<file path="config.mk">
export PLATFORM = sky130hd
export DESIGN_NAME = vital_sign_alarm_classifier_unit
export DESIGN_NICKNAME = d
export VERILOG_FILES = /design/src/vsac_pkg.sv /design/src/vsac_cfg_regs.sv /design/src/vsac_lane_grade.sv /design/src/vsac_ecg_track.sv /design/src/vital_sign_alarm_classifier_unit.sv
export SDC_FILE = /design/constraint.sdc
export NUM_CORES = 1
export LEC_CHECK = 0
export BUFFER_PORTS_ARGS = -buffer_cell sky130_fd_sc_hd__buf_2
export CAP_MARGIN = 20
export CORE_AREA = 2 2 317 319
export CTS_BUF_LIST = sky130_fd_sc_hd__clkbuf_8
export CTS_CLUSTER_DIAMETER = 100
export CTS_CLUSTER_SIZE = 20
export DETAILED_ROUTE_END_ITERATION = 6
export DIE_AREA = 0 0 319 321
export GPL_TIMING_DRIVEN = 0
export PLACE_DENSITY = 0.71
export REMOVE_ABC_BUFFERS = 1
export SLEW_MARGIN = 5
export SYNTH_ARGS = -nofsm -noshare
export SYNTH_HDL_FRONTEND = slang
export SYNTH_HIERARCHICAL = 1
export SYNTH_SLANG_ARGS = --single-unit
</file>
<file path="constraint.sdc">
create_clock -name clk_i -period 13.5 [get_ports clk_i]
set_clock_uncertainty 0.1 [all_clocks]
set_input_delay 2.7 -clock clk_i [delete_from_list [all_inputs] [get_ports clk_i]]
set_output_delay 2.7 -clock clk_i [all_outputs]
set_load 0.01 [all_outputs]
</file>
<file path="src/vsac_pkg.sv">
// Shared types and constants for the vital-sign alarm classifier.
// No dependencies; imported by every module of the block.
package vsac_pkg;

  typedef enum logic [1:0] {
    LvlNormal  = 2'd0,
    LvlWarning = 2'd1,
    LvlAlarm   = 2'd2,
    LvlNoData  = 2'd3
  } lvl_e;

  localparam int unsigned NumLanes = 8;
  localparam int unsigned GradeW   = 19;  // signed width common to all lanes

  localparam int unsigned CfgIdxW  = 3;
  localparam int unsigned CfgDataW = 17;

  localparam logic [CfgIdxW-1:0] CfgTempLow  = 3'd0;
  localparam logic [CfgIdxW-1:0] CfgTempHigh = 3'd1;
  localparam logic [CfgIdxW-1:0] CfgHumLow   = 3'd2;
  localparam logic [CfgIdxW-1:0] CfgHumHigh  = 3'd3;
  localparam logic [CfgIdxW-1:0] CfgPresLow  = 3'd4;
  localparam logic [CfgIdxW-1:0] CfgPresHigh = 3'd5;
  localparam logic [CfgIdxW-1:0] CfgAlarmEn  = 3'd6;

  localparam int unsigned InDataW  = 128;
  localparam int unsigned OutDataW = 8;

  // lane order of the presence mask
  localparam int unsigned LaneTemp  = 0;
  localparam int unsigned LaneHum   = 1;
  localparam int unsigned LanePres  = 2;
  localparam int unsigned LaneSpo2  = 3;
  localparam int unsigned LanePulse = 4;
  localparam int unsigned LaneEcg   = 5;
  localparam int unsigned LaneResp  = 6;
  localparam int unsigned LaneGlu   = 7;

  // fixed vital-sign ranges, hundredths
  localparam logic signed [GradeW-1:0] Spo2Lo  = GradeW'(9500);
  localparam logic signed [GradeW-1:0] Spo2Hi  = GradeW'(10000);
  localparam logic signed [GradeW-1:0] HrLo    = GradeW'(6000);
  localparam logic signed [GradeW-1:0] HrHi    = GradeW'(10000);
  localparam logic signed [GradeW-1:0] RespLo  = GradeW'(1200);
  localparam logic signed [GradeW-1:0] RespHi  = GradeW'(2500);
  localparam logic signed [GradeW-1:0] GluLo   = GradeW'(390);
  localparam logic signed [GradeW-1:0] GluHi   = GradeW'(610);

  localparam logic [14:0] EcgBaseMin = 15'd100;

  typedef struct packed {
    logic [14:0] temp_low;
    logic [14:0] temp_high;
    logic [13:0] hum_low;
    logic [13:0] hum_high;
    logic [16:0] pres_low;
    logic [16:0] pres_high;
    logic        alarm_enable;
  } cfg_t;

  typedef struct packed {
    logic        upd;
    logic [14:0] rate;
  } ecg_req_t;

endpackage

</file>
<file path="src/vsac_cfg_regs.sv">
// Configuration register file of the alarm classifier.
// Depends on vsac_pkg.
module vsac_cfg_regs (
  input  logic                          clk_i,
  input  logic                          rst_ni,
  input  logic                          cfg_we_i,
  input  logic [vsac_pkg::CfgIdxW-1:0]  cfg_idx_i,
  input  logic [vsac_pkg::CfgDataW-1:0] cfg_data_i,
  output vsac_pkg::cfg_t                cfg_o
);
  import vsac_pkg::*;

  cfg_t cfg_q, cfg_d;

  always_comb begin
    cfg_d = cfg_q;
    if (cfg_we_i) begin
      unique case (cfg_idx_i)
        CfgTempLow:  cfg_d.temp_low     = cfg_data_i[14:0];
        CfgTempHigh: cfg_d.temp_high    = cfg_data_i[14:0];
        CfgHumLow:   cfg_d.hum_low      = cfg_data_i[13:0];
        CfgHumHigh:  cfg_d.hum_high     = cfg_data_i[13:0];
        CfgPresLow:  cfg_d.pres_low     = cfg_data_i[16:0];
        CfgPresHigh: cfg_d.pres_high    = cfg_data_i[16:0];
        CfgAlarmEn:  cfg_d.alarm_enable = cfg_data_i[0];
        default: ;
      endcase
    end
  end

  always_ff @(posedge clk_i or negedge rst_ni) begin
    if (!rst_ni) begin
      cfg_q.temp_low     <= 15'd1800;
      cfg_q.temp_high    <= 15'd2800;
      cfg_q.hum_low      <= 14'd3000;
      cfg_q.hum_high     <= 14'd7000;
      cfg_q.pres_low     <= 17'd95000;
      cfg_q.pres_high    <= 17'd105000;
      cfg_q.alarm_enable <= 1'b1;
    end else begin
      cfg_q <= cfg_d;
    end
  end

  assign cfg_o = cfg_q;

endmodule

</file>
<file path="src/vsac_lane_grade.sv">
// Range grader for one reading: alarm outside [lo, hi], warning within a
// tenth of the span from either edge. Depends on vsac_pkg.
module vsac_lane_grade (
  input  logic signed [vsac_pkg::GradeW-1:0] val_i,
  input  logic signed [vsac_pkg::GradeW-1:0] lo_i,
  input  logic signed [vsac_pkg::GradeW-1:0] hi_i,
  output vsac_pkg::lvl_e                     lvl_o
);
  import vsac_pkg::*;

  logic signed [GradeW:0]   off_lo, off_hi, span;
  logic signed [GradeW+4:0] off_lo_x, off_hi_x, span_x;

  assign off_lo = {val_i[GradeW-1], val_i} - {lo_i[GradeW-1], lo_i};
  assign off_hi = {hi_i[GradeW-1], hi_i} - {val_i[GradeW-1], val_i};
  assign span   = {hi_i[GradeW-1], hi_i} - {lo_i[GradeW-1], lo_i};

  // x10 as x8 + x2
  assign off_lo_x = ({{4{off_lo[GradeW]}}, off_lo} <<< 3)
                  + ({{4{off_lo[GradeW]}}, off_lo} <<< 1);
  assign off_hi_x = ({{4{off_hi[GradeW]}}, off_hi} <<< 3)
                  + ({{4{off_hi[GradeW]}}, off_hi} <<< 1);
  assign span_x   = {{4{span[GradeW]}}, span};

  always_comb begin
    if (val_i < lo_i || val_i > hi_i) begin
      lvl_o = LvlAlarm;
    end else if (off_lo_x < span_x || off_hi_x < span_x) begin
      lvl_o = LvlWarning;
    end else begin
      lvl_o = LvlNormal;
    end
  end

endmodule

</file>
<file path="src/vsac_ecg_track.sv">
// Last ECG rate store and jump detector (jump above 30% of max(prev, 1.00)).
// Depends on vsac_pkg.
module vsac_ecg_track (
  input  logic              clk_i,
  input  logic              rst_ni,
  input  logic [14:0]       cur_i,
  input  vsac_pkg::ecg_req_t req_i,
  output logic              jump_o
);
  import vsac_pkg::*;

  logic [14:0] rate_q, rate_d;
  logic        known_q, known_d;
  logic [14:0] diff, base;
  logic [18:0] diff_x10;
  logic [16:0] base_x3;

  assign diff     = (cur_i >= rate_q) ? (cur_i - rate_q) : (rate_q - cur_i);
  assign base     = (rate_q > EcgBaseMin) ? rate_q : EcgBaseMin;
  assign diff_x10 = {1'b0, diff, 3'b000} + {3'b000, diff, 1'b0};
  assign base_x3  = {1'b0, base, 1'b0} + {2'b00, base};
  assign jump_o   = known_q && (diff_x10 > {2'b00, base_x3});

  assign rate_d  = req_i.upd ? req_i.rate : rate_q;
  assign known_d = known_q | req_i.upd;

  always_ff @(posedge clk_i or negedge rst_ni) begin
    if (!rst_ni) begin
      rate_q  <= '0;
      known_q <= 1'b0;
    end else begin
      rate_q  <= rate_d;
      known_q <= known_d;
    end
  end

endmodule

</file>
<file path="src/vital_sign_alarm_classifier_unit.sv">
// Channel   Dir  Width  Contents
// s_axis    in   128+1  one sample set: readings and presence mask, valid flag
// m_axis    out  8      alarm level
// cfg       in   3+17   register write, index and data
//
// One request per cycle sustained unless m_axis stalls. A set passes the input
// register, one grading pass, then the result register. The ECG rate store is
// updated as an enabled, valid set with ECG present enters the result register.
// A stalled result holds; the input register still takes one more set.
// Reset: registers to their defaults, no stored ECG rate, both stages empty.
// Depends on vsac_pkg, vsac_cfg_regs, vsac_lane_grade, vsac_ecg_track.
module vital_sign_alarm_classifier_unit (
  input  logic                          clk_i,
  input  logic                          rst_ni,
  input  logic                          s_axis_tvalid,
  output logic                          s_axis_tready,
  // [7:0] present_mask, [22:8] temperature, [36:23] humidity,
  // [53:37] pressure, [67:54] oxygen_sat, [82:68] pulse_rate,
  // [97:83] ecg_rate, [111:98] resp_rate, [124:112] glucose_level
  input  logic [vsac_pkg::InDataW-1:0]  s_axis_tdata,
  // [0] set_valid
  input  logic                          s_axis_tuser,
  output logic                          m_axis_tvalid,
  input  logic                          m_axis_tready,
  // [1:0] alarm_level
  output logic [vsac_pkg::OutDataW-1:0] m_axis_tdata,
  input  logic                          cfg_we_i,
  input  logic [vsac_pkg::CfgIdxW-1:0]  cfg_idx_i,
  input  logic [vsac_pkg::CfgDataW-1:0] cfg_data_i
);
  import vsac_pkg::*;

  cfg_t     cfg;
  ecg_req_t ecg_req;
  logic     ecg_jump;

  logic               in_valid_q, in_valid_d;
  logic [InDataW-1:0] in_data_q;
  logic               in_user_q;
  logic               out_valid_q, out_valid_d;
  lvl_e               out_lvl_q, out_lvl_d;
  logic               take_in, advance;

  logic [7:0]  mask;
  logic [14:0] ecg_rate;
  logic signed [GradeW-1:0] lane_v  [NumLanes];
  logic signed [GradeW-1:0] lane_lo [NumLanes];
  logic signed [GradeW-1:0] lane_hi [NumLanes];
  lvl_e                     lane_lvl[NumLanes];
  lvl_e                     worst;

  vsac_cfg_regs u_cfg (
    .clk_i      (clk_i),
    .rst_ni     (rst_ni),
    .cfg_we_i   (cfg_we_i),
    .cfg_idx_i  (cfg_idx_i),
    .cfg_data_i (cfg_data_i),
    .cfg_o      (cfg)
  );

  // handshake and stage control
  assign advance       = in_valid_q && (!out_valid_q || m_axis_tready);
  assign s_axis_tready = !in_valid_q || advance;
  assign take_in       = s_axis_tvalid && s_axis_tready;

  assign in_valid_d  = take_in ? 1'b1 : (advance ? 1'b0 : in_valid_q);
  assign out_valid_d = advance ? 1'b1 : (m_axis_tready ? 1'b0 : out_valid_q);

  always_ff @(posedge clk_i or negedge rst_ni) begin
    if (!rst_ni) begin
      in_valid_q  <= 1'b0;
      out_valid_q <= 1'b0;
    end else begin
      in_valid_q  <= in_valid_d;
      out_valid_q <= out_valid_d;
    end
  end

  always_ff @(posedge clk_i) begin
    if (take_in) begin
      in_data_q <= s_axis_tdata;
      in_user_q <= s_axis_tuser;
    end
    if (advance) begin
      out_lvl_q <= out_lvl_d;
    end
  end

  // field unpacking
  assign mask     = in_data_q[7:0];
  assign ecg_rate = in_data_q[97:83];

  assign lane_v[LaneTemp]  = $signed({{(GradeW-15){in_data_q[22]}}, in_data_q[22:8]});
  assign lane_v[LaneHum]   = $signed(GradeW'(in_data_q[36:23]));
  assign lane_v[LanePres]  = $signed(GradeW'(in_data_q[53:37]));
  assign lane_v[LaneSpo2]  = $signed(GradeW'(in_data_q[67:54]));
  assign lane_v[LanePulse] = $signed(GradeW'(in_data_q[82:68]));
  assign lane_v[LaneEcg]   = $signed(GradeW'(ecg_rate));
  assign lane_v[LaneResp]  = $signed(GradeW'(in_data_q[111:98]));
  assign lane_v[LaneGlu]   = $signed(GradeW'(in_data_q[124:112]));

  assign lane_lo[LaneTemp]  = $signed({{(GradeW-15){cfg.temp_low[14]}}, cfg.temp_low});
  assign lane_hi[LaneTemp]  = $signed({{(GradeW-15){cfg.temp_high[14]}}, cfg.temp_high});
  assign lane_lo[LaneHum]   = $signed(GradeW'(cfg.hum_low));
  assign lane_hi[LaneHum]   = $signed(GradeW'(cfg.hum_high));
  assign lane_lo[LanePres]  = $signed(GradeW'(cfg.pres_low));
  assign lane_hi[LanePres]  = $signed(GradeW'(cfg.pres_high));
  assign lane_lo[LaneSpo2]  = Spo2Lo;
  assign lane_hi[LaneSpo2]  = Spo2Hi;
  assign lane_lo[LanePulse] = HrLo;
  assign lane_hi[LanePulse] = HrHi;
  assign lane_lo[LaneEcg]   = HrLo;
  assign lane_hi[LaneEcg]   = HrHi;
  assign lane_lo[LaneResp]  = RespLo;
  assign lane_hi[LaneResp]  = RespHi;
  assign lane_lo[LaneGlu]   = GluLo;
  assign lane_hi[LaneGlu]   = GluHi;

  for (genvar g = 0; g < NumLanes; g++) begin : g_lane
    vsac_lane_grade u_grade (
      .val_i (lane_v[g]),
      .lo_i  (lane_lo[g]),
      .hi_i  (lane_hi[g]),
      .lvl_o (lane_lvl[g])
    );
  end

  assign ecg_req.upd  = advance && in_user_q && cfg.alarm_enable && mask[LaneEcg];
  assign ecg_req.rate = ecg_rate;

  vsac_ecg_track u_ecg (
    .clk_i  (clk_i),
    .rst_ni (rst_ni),
    .cur_i  (ecg_rate),
    .req_i  (ecg_req),
    .jump_o (ecg_jump)
  );

  always_comb begin
    worst = LvlNormal;
    for (int i = 0; i < NumLanes; i++) begin
      if (mask[i] && (lane_lvl[i] > worst)) begin
        worst = lane_lvl[i];
      end
    end
    if (mask[LaneEcg] && ecg_jump) begin
      worst = LvlAlarm;
    end
  end

  always_comb begin
    if (!in_user_q) begin
      out_lvl_d = LvlNoData;
    end else if (!cfg.alarm_enable) begin
      out_lvl_d = LvlNormal;
    end else begin
      out_lvl_d = worst;
    end
  end

  assign m_axis_tvalid = out_valid_q;
  assign m_axis_tdata  = {{(OutDataW-2){1'b0}}, out_lvl_q};

`ifndef ASSERT_OFF
  a_nodata: assert property (@(posedge clk_i) disable iff (!rst_ni)
    advance && !in_user_q |=> m_axis_tvalid && m_axis_tdata[1:0] == LvlNoData)
    else $error("invalid set did not give no-data");

  a_disabled: assert property (@(posedge clk_i) disable iff (!rst_ni)
    advance && in_user_q && !cfg.alarm_enable |=> m_axis_tdata[1:0] == LvlNormal)
    else $error("disabled alarm did not give normal");

  a_stall: assert property (@(posedge clk_i) disable iff (!rst_ni)
    !s_axis_tready |-> in_valid_q && out_valid_q && !m_axis_tready)
    else $error("input stalled while a stage was free");

  a_ecg_upd: assert property (@(posedge clk_i) disable iff (!rst_ni)
    ecg_req.upd |-> advance && in_user_q && mask[LaneEcg])
    else $error("ECG store updated without a graded set");
`endif

endmodule
</file>
# After elaboration in Yosys (flattened, before gate mapping)
# Cells that the tools add are included.
[totals]
mem_bits_rw = 0
memories = 0
output_inout_bits = 10
latchBits = 0
reg_bits = 239
rom_bits = 0
in_bits = 154
[classes]
add_sub_neg = 39
reduce_logical = 45
mul = 0
order_cmp = 43
shift = 0
bitwise = 1
n_div = 0
mux = 32
eq_ne = 6
[op_table]
columns = ["operator", "n"]
rows = [
  ["18-bit by 16-bit adder with 19-bit output", 7],
  ["19-bit by 17-bit adder with 20-bit output", 6],
  ["24-bit by 13-bit less-than comparator with 1-bit output, second input constant", 4],
  ["17-bit by 17-bit subtractor with 18-bit output", 3],
  ["24-bit by 10-bit less-than comparator with 1-bit output, second input constant", 2],
  ["24-bit by 12-bit less-than comparator with 1-bit output, second input constant", 2],
  ["24-bit by 9-bit less-than comparator with 1-bit output, second input constant", 2],
  ["15-bit by 15-bit subtractor with 16-bit output", 3],
  ["14-bit by 14-bit subtractor with 15-bit output", 3],
  ["21-bit by 19-bit adder with 22-bit output", 2],
  ["22-bit by 18-bit less-than comparator with 1-bit output", 2],
  ["20-bit by 16-bit less-than comparator with 1-bit output", 2],
  ["19-bit by 15-bit less-than comparator with 1-bit output", 2],
  ["17-bit by 15-bit adder with 18-bit output", 2],
  ["2-bit 2-to-1 mux", 18],
  ["14-bit by 15-bit subtractor with 16-bit output, first input constant", 2],
  ["15-bit by 13-bit subtractor with 16-bit output, second input constant", 2],
  ["15-bit by 14-bit > comparator with 1-bit output, second input constant", 2],
  ["15-bit by 13-bit less-than comparator with 1-bit output, second input constant", 2],
  ["15-bit 2-to-1 mux", 2],
  ["15-bit subtractor", 2],
  ["19-bit by 17-bit > comparator with 1-bit output", 1],
  ["1-bit logical OR", 18],
  ["16-bit by 15-bit adder with 17-bit output", 1],
  ["32 further kinds", 74],
]

# Logic depth before layout (Yosys ltp)
# Gate-level depths: netlist (run 1).
[logic_depth]
word_depth = 32
depth_mapped = 66

# Cells and area by module
# The synthesis (run 1) kept the hierarchy.
[modules_own_cells]
columns = ["module", "seq_area_each_um2", "instances", "area_each_um2", "cells_per_inst"]
rows = [
  ["vsac_lane_grade (g_lane[3].u_grade ...)", 0.0, 3, 5501.5, 760],
  ["vsac_lane_grade (g_lane[0].u_grade ...)", 0.0, 2, 5251.3, 703],
  ["vsac_lane_grade (g_lane[7].u_grade)", 0.0, 1, 5489.0, 730],
  ["vsac_lane_grade (g_lane[6].u_grade)", 0.0, 1, 5393.9, 723],
  ["vsac_lane_grade (g_lane[2].u_grade)", 0.0, 1, 5246.3, 708],
  ["vital_sign_alarm_classifier_unit", 3893.7, 1, 4619.4, 232],
  ["vsac_ecg_track", 400.4, 1, 3833.7, 510],
  ["vsac_cfg_regs", 2377.3, 1, 3587.2, 202],
]

# Worst setup path before layout (run 1)
# Ideal clock, no wire load.
[synth_timing]
kind = "register to register"
start = "register u_cfg.cfg_q, in the netlist u_cfg/cfg_o[68]"
end = "register out_lvl_q[0], data pin"
synth_period_minus_slack_ps = 12255
slack_ps = 1245
arrival_time_ps = 11891
n_path_buf = 0
stages_incl_launch_ff = 60
cell_sequence = "dfstp_2 -> ha_1 -> a2111o_1 -> o21a_1 -> a41o_1 -> nor3_1 -> o21bai_1 -> a21oi_1 -> xnor2_1 -> ha_1 -> a2111o_1 -> o31ai_1 -> o21ai_1 -> a31o_1 -> ha_1 -> a21o_1 -> a221oi_1 -> mux2i_1 -> [... 24 more ...] -> ha_1 -> nor2_1 -> maj3_1 -> nand2_1 -> mux2_4 -> ha_1 -> nand2_1 -> o211ai_1 -> nand2_1 -> a2111oi_0 -> nor2_1 -> o21a_1 -> ha_1 -> nand2_1 -> o211ai_1 -> nand4_1 -> o311ai_0 -> o31ai_1"
[synth_rtl]
columns = ["element", "line_no", "source"]
rows = [
  ["start, declared", "vsac_cfg_regs.sv:13", "cfg_t cfg_q, cfg_d;"],
  ["start signal, assigned", "vsac_cfg_regs.sv:41", "cfg_q <= cfg_d;"],
  ["end signal, assigned", "vital_sign_alarm_classifier_unit.sv:85", "out_lvl_q <= out_lvl_d;"],
  ["end, declared", "vital_sign_alarm_classifier_unit.sv:41", "lvl_e out_lvl_q, out_lvl_d;"],
]

==> key figures, run 1 <==
Yosys
  – Netlist cell types: 125
  – Yosys warning count: 6
  – Number of synthesized flops with an enable pin: 128
  – Ys async rst share: 0.4644
  – Largest area contributor in the netlist: ha_1
  – Ranking of synthesized cells by area: ha_1, edfxtp_1, xnor2_1
  – Post-synth top cells: ha_1, a21oi_1, inv_1, nor2_1, xnor2_1
  – Cell count after synthesis: 6791
  – Synthesized flop and latch total: 239
  – Synth top area share: 0.2762
  – Most frequent cell after synthesis: ha_1
  – Top_reg_cell synth: edfxtp_1
  – Average size of a mapped cell: 8.125 µm²
  – Post-synthesis sequential area ratio: 0.1209
  – Netlist area before placement: 0.05518 mm²

Place
  – Post-DP HPWL: 111400 µm
  – Global placer's final weighted congestion: 0.8869
  – IO buf count: 154
  – Placed Instance Area: 0.05892 mm²

Timing
  – Post-layout minimum cycle time: 13.01 ns
  – Max-slew violation count: 0
  – Final period util: 0.9637
  – Slew @ Worst Pin: 1.151 ns
  – Final hold violations: 0
  – Fin Hold WS: 0.3822 ns
  – Peak Freq: 0.07686 GHz
  – Unrepaired setup endpoints after global routing: true
  – Max-slew headroom: 0.2226
  – Setup-failing EPs final: 0

Clocking
  – Clk buf depth: 3
  – # hold bufs at CTS: 0
  – CTS HTree Levels: 1
  – Clock sinks: 239
  – Cts bufs inserted: 26
  – CTS tree: built
  – Root Buffer: clkbuf_8
  – Clock slew at reported path FFs: 0.13 ns
  – Clock latency on the worst-skew pair: 0.77 ns

Global routing
  – GR Overflow Total: 0
  – Number of global-route vias before repair: 47128
  – Global-route usage over all layers: 0.2518
  – First-pass GRT wire length: 220900 µm
  – Initial antenna violation count: 4
  – Largest net degree at the start of global routing: 91

Setup path
  – Slowest stage delay, CP: 0.52 ns
  – Worst R2R Path Depth: 60
  – Worst reg2reg endpoint: out_lvl_q[0]
  – Top delay family on crit path: compound AO/OA/AOI/OAI gates
  – Worst endpoint required time: 13.92 ns
  – CP startpoint kind: flip-flop
  – Slowest CP cell: edfxtp_1
  – Critical R2R Launch: in_data_q[13]
  – Crit path arrival time: 13.43 ns
  – Crit end category: flip-flop
  – Worst-path maximum fanout: 5
  – WP buf/inv: 4
  – R2R setup slack: 0.49 ns
  – Crit-path most repeated cell: ha_1
  – Setup CP Type: reg -> reg

Layout
  – Final instance area: 0.06054 mm²
  – Layout cells sized above 1: 0.08755
  – Final-stage net count: 8774
  – Syn-to-layout area delta: 9.728%

Pwr
  – Worst VDD drop: 0.2619 mV
  – P_leak: 28.86 nW
  – Pwr Density: 232.9 mW/mm²

Run status
  – Status: complete, no violations

Routing
  – Vias: 49780
  – Initial DRT Pass Iterations: 5
  – Routed WL per cell: 15.36 µm
  – DRC viols: 0
  – Final wirelength: 133300 µm
  – Initial drt markers: 2565
  – Vias/cell: 5.736
  – Routed Antenna Nets: 0

Floorplanning
  – Die X: 319 µm
  – Die ar.: 0.1024 mm²
  – Num rows: 116
  – Initial Utilization: 0.5558
  – CORE AREA: 0.09928 mm²
  – I/O pins: 164
  – Die height: 321 µm

Min path
  – Hold Path Sink: u_ecg/known_q
  – Hold Crit Depth: 1
  – Hold Path Origin: u_ecg/known_q
  – Hold WC Path Type: reg -> reg

Flow run
  – Max-cap violations: 0
registers in the layout, summed over array words and instances, names as in the netlist:
register / cells
in_data_q: 125
u_cfg/cfg_o: 93
u_ecg/rate_q: 15
out_lvl_q: 2
in_user_q: 1
in_valid_q: 1
m_axis_tvalid: 1
u_ecg/known_q: 1
per-layer routing:
layer  vias up  GRT usage  share of wire
met5         -          0       0.000075
met3       149    0.01839          0.031
met1     22997     0.3329           0.48
met2       748     0.4444           0.47
li1      25884          -              -
met4         2    0.06111          0.025
repair_timing:
item	4_1_cts	5_1_grt
setup buffers	8	31
setup endpoints to repair	2	2
pin swaps	12	86
resized for setup	33	120
cell usage in the layout, fill, tap and decap left out, drive strengths merged, types with 51 or more instances in the layout:
cell and n:
buf 199, nand4 82, nand2b 124, o211ai 77, xor2 195, o21a 135
and3 51, nand3 123, mux2 102, dfrtp 71, a21o 260, conb 396
a31oi 73, nor2b 125, inv 635, nor2 442, o21ai 393, nand2 399
o21bai 74, a211oi 76, xnor2 428, a21oi 683, nor3 138, edfxtp 128
ha 1218
layout make-up:
cell class              count  area [µm²]
clock buffers              28       385.4
fillers                  9124       38730
clock inverters            20       217.7
repair buffers            199        1186
well taps                1298        1624
diodes                      2       5.005
flip-flops and latches    239        6675
multi-input cells        6272       48120
inverters                 621        2333
metrics by stage:
stage	cells	util	TNS (ns)	setup WS, ns	total power, mW
CTS	8646	0.6019	0	0.02334	13.57
global route	8678	0.6098	-0.2419	-0.2212	15.84
global placement	8584	0.5919	-0.8362	-0.6502	12.39
finish	8679	0.6099	0	0.4899	14.10
floorplan	7132	-	0	1.245	10.50
detailed placement	8590	0.5935	-1.381	-0.8921	12.74
report_power, final:
part	switching (mW)	leakage, nW	total, mW	internal [mW]
Sequential	0.125	2.49	1.03	0.907
Clock	0.384	0.314	0.605	0.221
Combinational	6.87	26.1	12.5	5.60
worst max-delay path by stage:
stage / from / endpoint / slack [ns] / cells after the start
after floorplan: u_cfg/cfg_o[68] / out_lvl_q[0] / 1.25 / 59
after global placement: in_data_q[9] / out_lvl_q[0] / -0.65 / 64
after detailed placement: in_data_q[9] / out_lvl_q[0] / -0.89 / 64
after CTS: u_cfg/cfg_o[19] / out_lvl_q[0] / 0.02 / 60
after global routing: in_data_q[24] / out_lvl_q[0] / -0.22 / 65
final: in_data_q[13] / out_lvl_q[0] / 0.49 / 60
kinds of logic after synthesis:
group / share of synthesized area
compound gates: 0.2599
xor+xnor: 0.09916
fa+ha+maj: 0.2923
buf+inv: 0.04751
flops: 0.1209
mux: 0.02549
other cells: 0.0001361
simple gates: 0.1545
Note: power is estimated with default switching activity, not from simulation.
==> run 2: changes to the inputs <==
--- a/config.mk
+++ b/config.mk
@@ -14,8 +14,7 @@
 export DETAILED_ROUTE_END_ITERATION = 6
 export DIE_AREA = 0 0 319 321
 export GPL_TIMING_DRIVEN = 0
-export PLACE_DENSITY = 0.71
-export REMOVE_ABC_BUFFERS = 1
+export PLACE_DENSITY_LB_ADDON = 0.3
 export SLEW_MARGIN = 5
 export SYNTH_ARGS = -nofsm -noshare
 export SYNTH_HDL_FRONTEND = slang
==> run 2 against run 1 <==
Global-route usage rose by 0.77 points. Core utilization rose by 0.15 points. Routed wire length increased by 3.3%. Count of clock-buffer cells in the layout decreased by 5. Critical path type unchanged. Largest cell class unchanged. Highest routed layer unchanged.
==> key figures, run 2 (same netlist as run 1, synthesis figures left out) <==
Pwr
  – Worst VDD drop: 0.1963 mV (was 0.2619 mV)
  – Pwr Density: 232.0 mW/mm² (was 232.9 mW/mm²)
  – P_leak: 28.94 nW (was 28.86 nW)

Setup path
  – Worst reg2reg endpoint: out_lvl_q[0] (unchanged)
  – Setup CP Type: reg -> reg (unchanged)
  – Slowest CP cell: a2111o_1 (was edfxtp_1)
  – Worst-path maximum fanout: 6 (was 5)
  – Crit path arrival time: 13.66 ns (was 13.43 ns)
  – Slowest stage delay, CP: 0.46 ns (was 0.52 ns)
  – Critical R2R Launch: in_data_q[8] (was in_data_q[13])
  – Crit end category: flip-flop (unchanged)
  – Worst R2R Path Depth: 61 (was 60)
  – Crit-path most repeated cell: ha_1 (unchanged)
  – Worst endpoint required time: 13.85 ns (was 13.92 ns)
  – CP startpoint kind: flip-flop (unchanged)
  – R2R setup slack: 0.19 ns (was 0.49 ns)

Layout
  – Commonest cells after routing, fill and taps aside: ha_1, a21oi_1, inv_1 (unchanged)
  – Layout cells sized above 1: 0.08910 (was 0.08755)
  – Fillcell total: 8941 (was 9124)
  – Register bank with the most flops: in_data_q (unchanged)
  – Final-stage net count: 8828 (was 8774)
  – Util after Layout: 0.6114 (was 0.6099)
  – Syn-to-layout area delta: 10.00% (was 9.728%)
  – Largest register FFs: 125 (unchanged)
  – Most common cell after layout, fill and taps aside: ha_1 (unchanged)

Global routing
  – First-pass GRT wire length: 226600 µm (was 220900 µm)
  – Global-route usage over all layers: 0.2595 (was 0.2518)
  – Largest net degree at the start of global routing: 94 (was 91)
  – Initial antenna violation count: 19 (was 4)
  – GR Overflow Total: 0 (unchanged)
  – Number of global-route vias before repair: 48051 (was 47128)

Routing
  – Final wirelength: 137700 µm (was 133300 µm)
  – DRC viols: 0 (unchanged)
  – Initial drt markers: 3160 (was 2565)
  – Vias: 50554 (was 49780)
  – Initial DRT Pass Iterations: 6 (was 5)
  – Routed WL per cell: 15.76 µm (was 15.36 µm)
  – Routed Antenna Nets: 0 (unchanged)
  – Vias/cell: 5.786 (was 5.736)

Timing
  – Peak Freq: 0.07511 GHz (was 0.07686 GHz)
  – Max-slew headroom: 0.2428 (was 0.2226)
  – Slew @ Worst Pin: 1.121 ns (was 1.151 ns)
  – Fin Hold WS: 0.4047 ns (was 0.3822 ns)
  – Setup-failing EPs final: 0 (unchanged)
  – Final hold violations: 0 (unchanged)
  – Final period util: 0.9862 (was 0.9637)
  – Max-slew violation count: 0 (unchanged)
  – Post-layout minimum cycle time: 13.31 ns (was 13.01 ns)

Clocking
  – Cts bufs inserted: 23 (was 26)
  – Clock sinks: 239 (unchanged)
  – CTS tree: built (unchanged)
  – Clk buf depth: 3 (unchanged)
  – Root Buffer: clkbuf_8 (unchanged)
  – CTS HTree Levels: 1 (unchanged)
  – Clock latency on the worst-skew pair: 0.71 ns (was 0.77 ns)
  – # hold bufs at CTS: 0 (unchanged)
  – Clock slew at reported path FFs: 0.12 ns (was 0.13 ns)

Run status
  – Status: complete, no violations (unchanged)

Min path
  – Hold Crit Depth: 1 (unchanged)
  – Hold Path Sink: m_axis_tvalid (was u_ecg/known_q)
  – Hold Path Origin: in_valid_q (was u_ecg/known_q)
  – Hold WC Path Type: reg -> reg (unchanged)

Floorplanning
  – Die ar.: 0.1024 mm² (unchanged)
  – Initial Utilization: 0.5558 (unchanged)
  – Die X: 319 µm (unchanged)
  – I/O pins: 164 (unchanged)
  – Die height: 321 µm (unchanged)
  – CORE AREA: 0.09928 mm² (unchanged)
  – Num rows: 116 (unchanged)

Place
  – IO buf count: 154 (unchanged)
  – Global placer's final weighted congestion: 0.9250 (was 0.8869)
  – Post-DP HPWL: 115300 µm (was 111400 µm)

Flow run
  – Max-cap violations: 0 (unchanged)
[run 2: cell types whose count changed in the layout (fill, tap and decap cells not counted), moves of 4 or more]
cell,delta
clkbuf_1,+29
ha_2,+6
buf_4,+16
buf_2,+8
clkinv_8,+4
clkbuf_8,-5
ha_1,-5
buf_6,+5
nor2_2,+4
diode_2,+7
[run 2: how the worst max path moves through the flow]
stage                         start            to  slack, ns  depth (start not counted)
floorplan           u_cfg/cfg_o[68]  out_lvl_q[0]       1.25                         59
global placement    u_cfg/cfg_o[19]  out_lvl_q[0]      -0.31                         60
detailed placement    in_data_q[24]  out_lvl_q[0]      -0.44                         63
CTS                   in_data_q[24]  out_lvl_q[0]       0.04                         63
global route           in_data_q[8]  out_lvl_q[0]      -0.30                         64
finish                 in_data_q[8]  out_lvl_q[0]       0.19                         61
[run 2: layout make-up]
cell class	count	area, µm²	share of cell area
Inverter	621	2331	0.03840
Antenna cell	9	22.52	0.0003710
Sequential cell	239	6673	0.1099
Clock buffer	23	316.6	0.005215
Timing Repair Buffer	203	1202	0.01981
Clock inverter	19	221.5	0.003649
Buffer	53	290.3	0.004782
Tap cell	1298	1624	0.02676
Multi-Input combinational cell	6272	48020	0.7911
[run 2: metal layers]
layer / vias up / part of all wire / GRT usage
met5: - / 0.00052 / 0
met4: 14 / 0.025 / 0.06237
met3: 193 / 0.052 / 0.02525
met2: 1015 / 0.46 / 0.4505
met1: 23359 / 0.46 / 0.3455
li1: 25973 / - / -
[run 2: worst max-delay path, delay by kind of cell (launching register included)]
family,cells,cell delay (ns)
xor gates and xnor gates,1,0.29
muxes,4,1.25
DFF,1,0.44
and+or+nand+nor,18,2.01
AOI/OAI and AO/OA,25,5.13
adders and majority gates,13,3.82
[run 2: report_power, final]
group	leakage [nW]	switching, mW	internal [mW]	total [mW]
clock network	0.277	0.348	0.188	0.536
registers	2.50	0.115	0.906	1.02
logic	26.2	6.91	5.61	12.5
[run 2: metrics by stage]
stage                     setup TNS [ns]  area, µm²  cells  setup WS [ns]  total power [mW]
after global routing             -0.4483      60680   8732        -0.3046             15.79
after detailed placement         -0.7676      59150   8641        -0.4414             12.78
after CTS                              0      59770   8683        0.03560             13.47
final                                  0      60700   8737         0.1857             14.08
after floorplan                        0      56660   7185          1.245             10.52
after global placement           -0.5320      59050   8637        -0.3071             12.39
[run 2: repair_timing]
action,in CTS,in global routing
pin swaps,0,96
setup buffers,0,44
endpoints found under the hold margin,0,0
resized for setup,17,126
setup endpoints to repair,2,2
